--- src/hw/rtl/qcfs_pkg.sv ---
// ----------------------------------------------------------------------------
// qcfs_pkg
// Shared types and constants of the quarter cell flow split pipeline.
// ----------------------------------------------------------------------------
package qcfs_pkg;

    localparam int ELEV_BITS_DEF     = 24;
    localparam int ANGLE_BITS_DEF    = 16;
    localparam int FRACTION_BITS_DEF = 15;

    localparam int CORDIC_STEPS = 28;
    localparam int ACC_BITS     = 30;
    localparam int NORM_BIT     = 40;
    localparam int XY_BITS      = 45;
    localparam int Z_BITS       = 32;
    localparam int SH_BITS      = $clog2(NORM_BIT + 1);

    localparam logic [ACC_BITS-1:0] ATAN_TAB [CORDIC_STEPS] = '{
        30'd536870912, 30'd316933406, 30'd167458907, 30'd85004756, 30'd42667331,
        30'd21354465, 30'd10679838, 30'd5340245, 30'd2670163, 30'd1335087,
        30'd667544, 30'd333772, 30'd166886, 30'd83443, 30'd41722, 30'd20861,
        30'd10430, 30'd5215, 30'd2608, 30'd1304, 30'd652, 30'd326, 30'd163,
        30'd81, 30'd41, 30'd20, 30'd10, 30'd5
    };

    typedef enum logic {
        METHOD_WIDTH = 1'b0,
        METHOD_AREA  = 1'b1
    } t_method;

    typedef struct packed {
        logic       flag;
        logic [1:0] sector;
    } t_side;

endpackage

--- src/hw/rtl/qcfs_front.sv ---
// ----------------------------------------------------------------------------
// qcfs_front
// Gradient pair, sector selection and in-sector components, two stages.
// ----------------------------------------------------------------------------
module qcfs_front
    import qcfs_pkg::*;
#(
    parameter int ELEV_BITS = ELEV_BITS_DEF
) (
    input  logic                        i_clk,
    input  logic                        i_rst_n,
    input  logic                        i_en,
    input  logic                        i_vld,
    input  logic signed [ELEV_BITS-1:0] i_center_elev,
    input  logic signed [ELEV_BITS-1:0] i_first_neighbour_elev,
    input  logic signed [ELEV_BITS-1:0] i_second_neighbour_elev,
    input  logic [1:0]                  i_quarter,
    input  logic                        i_neighbours_present,
    input  t_method                     i_method,
    output logic                        o_vld,
    output t_side                       o_side,
    output t_method                     o_method,
    output logic [ELEV_BITS-1:0]        o_u,
    output logic [ELEV_BITS-1:0]        o_v
);

    logic signed [ELEV_BITS:0] r_dx, r_dy;
    logic [1:0]                r_q;
    logic                      r_pres, r_vld1;
    t_method                   r_method1;

    logic                      r_vld2;
    t_side                     r_side;
    t_method                   r_method2;
    logic [ELEV_BITS-1:0]      r_u, r_v;

    logic signed [ELEV_BITS:0] n_dx, n_dy, ndx, ndy;
    logic [1:0]                n_s0;
    logic [ELEV_BITS-1:0]      n_u, n_v;

    always_comb begin
        n_dx = $signed({i_center_elev[ELEV_BITS-1], i_center_elev})
             - $signed({i_first_neighbour_elev[ELEV_BITS-1], i_first_neighbour_elev});
        n_dy = $signed({i_center_elev[ELEV_BITS-1], i_center_elev})
             - $signed({i_second_neighbour_elev[ELEV_BITS-1], i_second_neighbour_elev});
    end

    always_comb begin
        ndx = -r_dx;
        ndy = -r_dy;
        if (r_dx > 0 && r_dy >= 0) begin
            n_s0 = 2'd0;
            n_u  = r_dx[ELEV_BITS-1:0];
            n_v  = r_dy[ELEV_BITS-1:0];
        end else if (r_dx <= 0 && r_dy > 0) begin
            n_s0 = 2'd1;
            n_u  = r_dy[ELEV_BITS-1:0];
            n_v  = ndx[ELEV_BITS-1:0];
        end else if (r_dx < 0 && r_dy <= 0) begin
            n_s0 = 2'd2;
            n_u  = ndx[ELEV_BITS-1:0];
            n_v  = ndy[ELEV_BITS-1:0];
        end else begin
            n_s0 = 2'd3;
            n_u  = ndy[ELEV_BITS-1:0];
            n_v  = r_dx[ELEV_BITS-1:0];
        end
    end

    always_ff @(posedge i_clk) begin
        if (!i_rst_n) begin
            r_vld1 <= 1'b0;
            r_vld2 <= 1'b0;
        end else if (i_en) begin
            r_vld1 <= i_vld;
            r_vld2 <= r_vld1;
        end
    end

    always_ff @(posedge i_clk) begin
        if (i_en) begin
            r_dx          <= n_dx;
            r_dy          <= n_dy;
            r_q           <= i_quarter;
            r_pres        <= i_neighbours_present;
            r_method1     <= i_method;
            r_side.flag   <= r_pres && !(r_dx == 0 && r_dy == 0);
            r_side.sector <= n_s0 + r_q;
            r_method2     <= r_method1;
            r_u           <= n_u;
            r_v           <= n_v;
        end
    end

    assign o_vld    = r_vld2;
    assign o_side   = r_side;
    assign o_method = r_method2;
    assign o_u      = r_u;
    assign o_v      = r_v;

endmodule

--- config.mk ---
export PLATFORM = sky130hd
export DESIGN_NAME = qcfs_front
export DESIGN_NICKNAME = d
export VERILOG_FILES = /design/src/hw/rtl/qcfs_pkg.sv /design/src/hw/rtl/qcfs_front.sv
export SDC_FILE = /design/constraint.sdc
export NUM_CORES = 1
export LEC_CHECK = 0
export ABC_CLOCK_PERIOD_IN_PS = 3870
export BUFFER_PORTS_ARGS = -buffer_cell sky130_fd_sc_hd__clkbuf_2
export CAP_MARGIN = 0
export CORE_ASPECT_RATIO = 0.5
export CORE_MARGIN = 8
export CORE_UTILIZATION = 58
export CTS_BUF_LIST = sky130_fd_sc_hd__clkbuf_16
export CTS_CLUSTER_SIZE = 16
export DETAILED_ROUTE_END_ITERATION = 6
export PLACE_DENSITY = 0.79
export SYNTH_ARGS = -nofsm -noshare
export SYNTH_HDL_FRONTEND = slang
export SYNTH_SLANG_ARGS = --single-unit
--- constraint.sdc ---
create_clock -name i_clk -period 3.87 [get_ports i_clk]
set_input_delay 0.387 -clock i_clk [delete_from_list [all_inputs] [get_ports i_clk]]
set_output_delay 0.387 -clock i_clk [all_outputs]
set_load 0.005 [all_outputs]
==> flow_summary.json <==
{
  "status": "finished, final reports clean",
  "hpwl_um": 18200,
  "synthCells": 891,
  "synthArstFlopShare_pct": 0,
  "design_power_total_uw": 3920,
  "cts_resized": 0,
  "worst_setup_path_end_kind": "register",
  "arrival_ns": 3.47,
  "firstDrtPassIters": 6,
  "synth_area_leaders": "edfxtp_1, ha_1, xnor2_1",
  "place_area_sq_mm": 0.00903,
  "totalWireLength_um": 23500,
  "clk_pin_slew_worst_paths_ns": 0.07,
  "drive_above_1_share_pct": 17.6,
  "worstMarginPinSlew_ns": 0.899,
  "slew_violations": 0,
  "row_count": 30,
  "antennaDiodeCount": 0,
  "critPathKind": "reg2reg",
  "max_freq_mhz": 294,
  "wire_per_inst_um": 19.4,
  "ys.flop_type": "edfxtp_1",
  "dp_cells": 1196,
  "ctsHtreeMaxLevel": 3,
  "synth.cells.most_frequent": "edfxtp_1, nand2_1, nor2_1, inv_1, a21oi_1",
  "synth.avg_cell_area_sq_um": 9.15,
  "max_stage_delay_ns": 0.62,
  "first_global_vias": 6921,
  "cts_buffer_depth": 2,
  "drc": 0,
  "reg2reg_slack_ns": 0.47,
  "clk_latency_ns": 0.35,
  "worstPathCellList": "or4_1 > nor4_1 > and4b_1 > nor2_2 > and2_1 > buf_12 > o21ai_0 > o211ai_1",
  "syn_nets": 1024,
  "start_util_pct": 59.8,
  "cp_top_family": "simple AND/OR/NAND/NOR gates",
  "place.gp.congestion": 0.948,
  "port_buffers": 132,
  "critical_path_buf_inv_count": 1,
  "hold_viol": 0,
  "instances_no_fill": 1212,
  "ys_seq_elements": 108,
  "vias": 7313,
  "yosysMostFrequentCell": "edfxtp_1",
  "cts_tree": "yes",
  "drtIter0Drc": 946,
  "rsz0062_at_grt": "no",
  "synth_top_area_share_pct": 39.0,
  "stdcell_area_sq_mm": 0.00934,
  "io_pins": 133,
  "min_period_over_period_pct": 87.9,
  "synth_top_area_cell": "edfxtp_1",
  "vias_per_cell": 6.03,
  "path_max_fanout": 15,
  "nets": 1148,
  "antenna_found_initial": 0,
  "start_kind": "register",
  "hold_buffers": 0,
  "synth-edff-count": 106,
  "finClkSkew_ns": 0.00567,
  "area_growth_pct": 14.6,
  "post-route-min-period_ns": 3.40,
  "grt_max_degree": 63,
  "die_h_um": 99.8,
  "cap_violations": 0,
  "numCtsBuffers": 9,
  "track_usage_pct": 25.3,
  "ant_nets": 0,
  "dieWidth_um": 184,
  "relSlewSlack_pct": 39.8,
  "setup_violations": 0,
  "synth-seq-area-share_pct": 39.5,
  "ir_worst_vdd_mv": 0.276,
  "ctsRootBufferMaster": "clkbuf_16",
  "cp_data_required_time_ns": 3.94,
  "p_leak_uw": 0.00403,
  "cts.sinks": 108,
  "grt-ovfl-total": 0,
  "yosys_warnings": 0,
  "cpMaxStageDelayCell": "or4_1",
  "synth_area_sq_mm": 0.00815,
  "setup_slack_ns": 0.467,
  "coreArea_sq_mm": 0.0136,
  "yosysUniqueCellTypes": 65,
  "post-place-ws_ns": 0.533,
  "dieArea_sq_mm": 0.0183,
  "grt_pass1_wl_um": 36800,
  "setup_tns_ns": 0,
  "min_path_type": "in2reg",
  "power_density_mw_per_mm2": 420,
  "post_cts_buffers": 0
}
==> worst reg2reg max path, stage by stage (launching register included) <==
cell and delay, ns:
edfxtp_1 0.49, or4_1 0.62, nor4_1 0.36, and4b_1 0.47
nor2_2 0.23, and2_1 0.41, buf_12 0.24, o21ai_0 0.17
o211ai_1 0.13
==> routing by layer <==
metal,vias up,share of wire [%],GRT usage (%)
li1,3483,-,-
met1,3379,50,39.0
met2,418,39,35.2
met3,33,10,4.72
met4,0,1.4,6.34
met5,-,0,0
==> placed cells by master, fill, tap and decap left out, drive strengths merged, types with 19 or more instances in the layout <==
cell,synthesis,routed
a21o,22,22
nor2,81,81
xor2,30,30
a21oi,65,65
edfxtp,106,106
nand2,91,91
clkbuf,19,140
inv,74,79
xnor2,51,51
ha,51,51
o21ai,54,54
nor3,19,19
==> final cells by class <==
| type | instances | area (sq um) |
|---|---|---|
| clock buffers | 9 | 225 |
| clock inverters | 7 | 82.6 |
| inverters | 74 | 278 |
| fillers | 1094 | 4280 |
| multi-input cells | 675 | 4490 |
| flip-flops and latches | 108 | 3220 |
| well taps | 192 | 240 |
| repair buffers | 147 | 801 |
==> logic make-up (layout without fill, tap and decap cells) <==
family | Yosys count | in the layout | share of synthesized area (%)
AO/OA/AOI/OAI | 246 | 246 | 19.6
XOR/XNOR | 81 | 81 | 8.70
adder cells (fa/ha/maj) | 53 | 53 | 8.32
buffers and inverters | 108 | 237 | 5.45
flip-flops | 108 | 108 | 39.5
multiplexers | 17 | 17 | 2.16
AND/OR/NAND/NOR | 278 | 278 | 16.3
==> state kept, by name (all words and copies together) (netlist names), 2 cells and up <==
name	count
r_dx	25
r_dy	25
o_u	24
o_v	24
o_side	3
r_q	2
==> power breakdown <==
group	switching, uW	internal, uW
logic	694	519
registers	211	1550
clock network	436	515
==> final timing paths <==
kind | cells after the start | end | startpoint
min reg2reg | 0 | o_method | r_method1
max | 8 | o_u[6] | r_dy[18]
min | 1 | r_q[1] | i_quarter[1]
max reg2reg | 8 | o_u[6] | r_dy[18]
==> per-stage QoR <==
stage | hold WS [ns] | util, %
floorplan | 0.400 | -
detailed placement | 0.423 | 66.3
global route | 0.212 | 68.6
global placement | 0.417 | 66.3
finish | 0.213 | 68.6
CTS | 0.208 | 68.6
Note: power is estimated with default switching activity, not from simulation.
