[src/hw/rtl/qcfs_pkg.sv]
// ----------------------------------------------------------------------------
// qcfs_pkg
// Shared types and constants of the quarter cell flow split pipeline.
// ----------------------------------------------------------------------------
package qcfs_pkg;

    localparam int ELEV_BITS_DEF     = 24;
    localparam int ANGLE_BITS_DEF    = 16;
    localparam int FRACTION_BITS_DEF = 15;

    localparam int CORDIC_STEPS = 28;
    localparam int ACC_BITS     = 30;
    localparam int NORM_BIT     = 40;
    localparam int XY_BITS      = 45;
    localparam int Z_BITS       = 32;
    localparam int SH_BITS      = $clog2(NORM_BIT + 1);

    localparam logic [ACC_BITS-1:0] ATAN_TAB [CORDIC_STEPS] = '{
        30'd536870912, 30'd316933406, 30'd167458907, 30'd85004756, 30'd42667331,
        30'd21354465, 30'd10679838, 30'd5340245, 30'd2670163, 30'd1335087,
        30'd667544, 30'd333772, 30'd166886, 30'd83443, 30'd41722, 30'd20861,
        30'd10430, 30'd5215, 30'd2608, 30'd1304, 30'd652, 30'd326, 30'd163,
        30'd81, 30'd41, 30'd20, 30'd10, 30'd5
    };

    typedef enum logic {
        METHOD_WIDTH = 1'b0,
        METHOD_AREA  = 1'b1
    } t_method;

    typedef struct packed {
        logic       flag;
        logic [1:0] sector;
    } t_side;

endpackage

[src/hw/rtl/qcfs_div.sv]
// ----------------------------------------------------------------------------
// qcfs_div
// Split share: operand setup, one restoring division step per stage, rounding.
// ----------------------------------------------------------------------------
module qcfs_div
    import qcfs_pkg::*;
#(
    parameter int ELEV_BITS     = ELEV_BITS_DEF,
    parameter int FRACTION_BITS = FRACTION_BITS_DEF
) (
    input  logic                       i_clk,
    input  logic                       i_en,
    input  t_method                    i_method,
    input  logic [ELEV_BITS-1:0]       i_u,
    input  logic [ELEV_BITS-1:0]       i_v,
    output logic [FRACTION_BITS:0]     o_frac
);

    localparam int DW    = ELEV_BITS + 1;
    localparam int QB    = FRACTION_BITS + 2;
    localparam int STEPS = FRACTION_BITS + 2;

    logic [DW-1:0] r_d [STEPS+1];
    logic [DW-1:0] r_r [STEPS+1];
    logic [QB-1:0] r_q [STEPS+1];
    logic [FRACTION_BITS:0] r_frac;

    logic [DW-1:0] n_d [STEPS+1];
    logic [DW-1:0] n_r [STEPS+1];
    logic [QB-1:0] n_q [STEPS+1];
    logic [DW:0]   rem2 [STEPS];
    logic          qbit [STEPS];
    logic [QB:0]   rnd;
    logic [DW-1:0] u2, v2, uw, vw;

    always_comb begin
        uw  = DW'(i_u);
        vw  = DW'(i_v);
        u2  = uw << 1;
        v2  = vw << 1;
        if (i_method == METHOD_WIDTH) begin
            n_r[0] = uw;
            n_d[0] = uw + vw;
        end else if (i_v < i_u) begin
            n_r[0] = u2 - vw;
            n_d[0] = u2;
        end else begin
            n_r[0] = uw;
            n_d[0] = v2;
        end
        n_q[0] = '0;
        for (int k = 0; k < STEPS; k++) begin
            rem2[k] = (k == 0) ? {1'b0, r_r[k]} : {r_r[k], 1'b0};
            qbit[k] = rem2[k] >= {1'b0, r_d[k]};
            n_r[k+1] = qbit[k] ? DW'(rem2[k] - {1'b0, r_d[k]}) : DW'(rem2[k]);
            n_d[k+1] = r_d[k];
            n_q[k+1] = {r_q[k][QB-2:0], qbit[k]};
        end
        rnd = {1'b0, r_q[STEPS]} + (QB+1)'(1);
    end

    always_ff @(posedge i_clk) begin
        if (i_en) begin
            for (int k = 0; k <= STEPS; k++) begin
                r_d[k] <= n_d[k];
                r_r[k] <= n_r[k];
                r_q[k] <= n_q[k];
            end
            r_frac <= rnd[FRACTION_BITS+1:1];
        end
    end

    assign o_frac = r_frac;

endmodule

[config.mk]
export PLATFORM = sky130hd
export DESIGN_NAME = qcfs_div
export DESIGN_NICKNAME = d
export VERILOG_FILES = /design/src/hw/rtl/qcfs_pkg.sv /design/src/hw/rtl/qcfs_div.sv
export SDC_FILE = /design/constraint.sdc
export NUM_CORES = 2
export LEC_CHECK = 0
export BUFFER_PORTS_ARGS = -buffer_cell sky130_fd_sc_hd__buf_2
export CAP_MARGIN = 20
export CORE_MARGIN = 2
export CORE_UTILIZATION = 40
export CTS_CLUSTER_SIZE = 12
export DETAILED_ROUTE_END_ITERATION = 8
export GPL_ROUTABILITY_DRIVEN = 0
export GPL_TIMING_DRIVEN = 0
export PLACE_DENSITY = 0.6
export SETUP_SLACK_MARGIN = 0.15
export SLEW_MARGIN = 40
export SYNTH_ARGS = -nofsm -noshare
export SYNTH_HDL_FRONTEND = slang
export SYNTH_SLANG_ARGS = --single-unit
[constraint.sdc]
create_clock -name i_clk -period 3.7 [get_ports i_clk]
set_input_delay 0.185 -clock i_clk [delete_from_list [all_inputs] [get_ports i_clk]]
set_output_delay 0.185 -clock i_clk [all_outputs]
set_load 0.01 [all_outputs]
==> results summary <==
The critical path data required time is 4.17 ns. In this run the count of I/O pins placed on the die edge is 67. The CTS buffer count came out at 111. Entering global routing, the biggest net connects 115 pins. The first global-routing pass estimated 220.6 mm of wire.

The critical path contains buffers and inverters numbering 2 combined. The flip-flop and latch area is 30600 um2. The number of enable-type register cells in the synthesized netlist is 1019. The number of remaining DRC errors is 0. In the final layout, the share of cells above drive strength 1 is 0.1023. The clock net sink count is 1019.

The number of failing hold endpoints at the final stage is 0. The worst-case IR drop observed on VDD is 0.4654 mV. For hold timing, the worst endpoint is r_d[0][17]. The row count came out at 142. Overall power consumption after layout is estimated at 57.15 mW.

The end of the worst register-to-register path is r_r[12][19]. The first routing iteration left 1922 violations. At the pin with the least slew margin, the transition time is 0.9357 ns. The die covers 154600 um2. The total of flip-flops plus latches after synthesis is 1019.

The post-synthesis instance total is 5548. In this run the most critical hold path is launched from i_v[16]. The data arrival time at the worst-slack endpoint came out at 4.07 ns. The number of inserted filler cells in the final layout is 13530. Leaving out fill and tap cells, the most frequent cell in the layout is edfxtp_1. The final count of pins violating max slew was 0.

The biggest area consumer among synthesized cells is edfxtp_1. The minimum setup slack among reg-to-reg paths came out at 0.09 ns. Counting instances, the worst hold path has a depth of 3. The startpoint-to-endpoint class of the critical path is flip-flop to flip-flop. The top-area cell type share of the netlist area came out at 0.5049. The peak per-stage delay on the critical path came out at 0.62 ns. Setup repair after global routing could not meet its margin everywhere.

Sorting the synthesized cells by area gives the leading types as edfxtp_1, ha_1, a21oi_1. The final antenna-violating net count came out at 0. The number of cells in the finished layout apart from fillers is 7916. The critical path goes through ha_1, and2_1, nand2_1, nor4_2, nand4_1, nand2_1, o21bai_4, buf_12, buf_6, mux2_2. The detailed-placement wirelength estimate is 107.6 mm. The family with the most delay on the worst path is simple AND/OR/NAND/NOR gates.

The via count of the first global-routing pass came out at 44280. The layout-stage area growth over the synthesis result is 13.41%. The sequential share of the synthesized area came out at 0.5049. The die span in y is 393.2 um. The number of antenna violations at the first check in global routing is 2.

In this run the cell area of the synthesized design comes to 60600 um2. The finished layout cell area is 68720 um2. The worst hold path belongs to the class input port to flip-flop.

The placement-stage cell area is 63760 um2. The first detailed-routing pass ran for 7 iterations. The worst setup path is captured at a flip-flop. The slowest stage of the critical path is the nor4_2 cell. The cell count after placement came out at 7639. The initial standard-cell utilization of the core is 0.4037.

TritonCTS built the clock tree. In the layout the commonest cells are edfxtp_1, inv_1, ha_1, a21oi_1, nand2_1. The number of nets in the synthesized netlist is 6113. The count of warnings emitted by yosys is 0. The worst setup path is launched from a flip-flop. The shortest period the worst path allows came out at 3.608 ns. The mean instance size in the synthesized netlist came out at 10.92 um2. The core region is 150100 um2. CTS built an H-tree with a depth of 3.

The total detailed-routing wirelength came out at 140.7 mm. The total overflow reported by the global router came out at 0. The run finished with clean final reports. In the synthesized netlist the dominant register cell turns out to be edfxtp_1.

The number of max-cap violations is 0. The startpoint identified for the worst register-to-register timing path is r_r[11][15]. By instance count, the cell type seen most on the critical path is nand2_1. The number of port buffers is 66. In the final routed layout, each cell accounts on average for 17.78 um.

The worst clock skew is 0.02807 ns. The root buffer cell is clkbuf_16. The fraction of registers with async set/reset came out at 0. The number of cells traversed by the worst register-to-register path came out at 10.

The max-slew headroom at the worst pin came out at 0.3724. The leakage dissipation came out at 28.24 nW. The number of buffers between clock root and the deepest sink is 3. The largest driver fanout on the critical path is 10. The number of vias after detailed routing came out at 41900. The clock insertion delay at the later pin of the skew report came out at 0.73 ns. The total track usage is 0.1815. The maximum clock rate is 277.1 MHz. The final-stage net count is 6382. After detailed routing, the number of vias per cell comes to 5.293.

After clock tree synthesis, the clock-pin slew on the worst setup and hold paths is 0.06 ns. The final critical-path share of the clock period is 0.9753. The total area of multi-input combinational cells came out at 27800 um2.

The setup-violating endpoint count in the final report is 0. The chip width is 393.2 um. The number of different library cells used by synthesis comes to 88.

Power spread over the standard cell area amounts to 831.6 nW/um2.
==> worst register-to-register path: cells and delay by family (launching register included) <==
family	cells	cell delay, ns
adder cells (fa/ha/maj)	1	0.39
AO/OA/AOI/OAI	1	0.16
multiplexers	1	0.37
flip-flops	1	0.39
AND/OR/NAND/NOR	5	1.70
buffers and inverters	2	0.33
==> per-stage QoR <==
stage	hold WS [ns]	worst slack, ns	utilization	TNS (ns)
6_report	0.07005	0.09153	0.4578	0
5_1_grt	0.06388	0.1115	0.4577	0
4_1_cts	0.004702	0.1467	0.4549	0
3_5_place_dp	0.4045	-0.7019	0.4247	-83.20
3_3_place_gp	0.4021	-13.41	0.4227	-
2_1_floorplan	0.2975	0.4049	-	0
==> sequential cells by signal, summed over array words and instances (netlist names) <==
register	count
r_q	153
r_r	425
r_d	425
o_frac	16
==> power breakdown <==
part	internal [mW]	total [mW]	switching, mW
sequential	17.2	18.7	1.49
combinational	12.1	27.9	15.8
clock	6.00	10.5	4.49
==> layer usage <==
layer	GRT usage	wire (um)	up-vias
met4	0.1445	12230	0
met1	0.1457	44380	19660
met3	0.02300	3657	520
met2	0.3793	80470	962
met5	0	0	-
li1	-	-	20760
==> final cells by class <==
| type | count | area share |
|---|---|---|
| Multi-Input combinational cell | 3794 | 0.4045 |
| Tap cell | 2016 | 0.03670 |
| Timing Repair Buffer | 156 | 0.01997 |
| Sequential cell | 1019 | 0.4452 |
| Antenna cell | 3 | 0.0001092 |
| Buffer | 123 | 0.01034 |
| Clock buffer | 148 | 0.04306 |
| Clock inverter | 45 | 0.006663 |
| Inverter | 612 | 0.03343 |
==> logic make-up after synthesis <==
group,synth area share
AOI/OAI and AO/OA,0.1534
buffers and inverters,0.04714
muxes,0.03531
adders and majority gates,0.1084
DFF,0.5049
and+or+nand+nor,0.09720
xor gates and xnor gates,0.05362
==> cells in the mapped netlist, types with 16 or more instances <==
master,n
a211oi_1,48
a21o_1,213
a21oi_1,468
a221oi_1,16
a31oi_1,47
and2_1,19
and3_1,43
buf_2,30
clkbuf_1,79
edfxtp_1,1019
fa_1,18
ha_1,496
inv_1,612
mux2_2,146
mux2i_1,39
nand2_1,379
nand2b_1,63
nand3_1,91
nand4_1,70
nor2_1,317
nor2b_1,77
nor3_1,76
o211ai_1,19
o21a_1,76
o21ai_0,343
o21bai_1,46
o31a_1,18
o31ai_1,32
or2_2,19
or3_1,27
xnor2_1,212
xor2_1,159
==> what timing repair did <==
| item | CTS | global route |
|---|---|---|
| buffers inserted | 21 | 13 |
| hold buffers | 47 | 0 |
| endpoints found under the hold margin | 148 | 0 |
| setup endpoints to repair | 392 | 350 |
| resized for setup | 107 | 87 |
| pin swaps | 18 | 25 |
| gates cloned | 0 | 0 |
==> worst max-delay path by stage <==
stage | start | end | slack, ns | cells past startpoint
6_report | r_r[11][15] | r_r[12][19] | 0.09 | 10
5_1_grt | r_d[3][0] | r_r[4][19] | 0.11 | 10
4_1_cts | r_d[4][0] | r_r[5][20] | 0.15 | 12
3_5_place_dp | r_d[14][0] | r_r[15][19] | -0.70 | 11
3_3_place_gp | i_en | r_r[16][1] | -13.41 | 1
2_1_floorplan | r_d[4][0] | r_r[5][10] | 0.40 | 11
(Power assumes the default switching activity.)
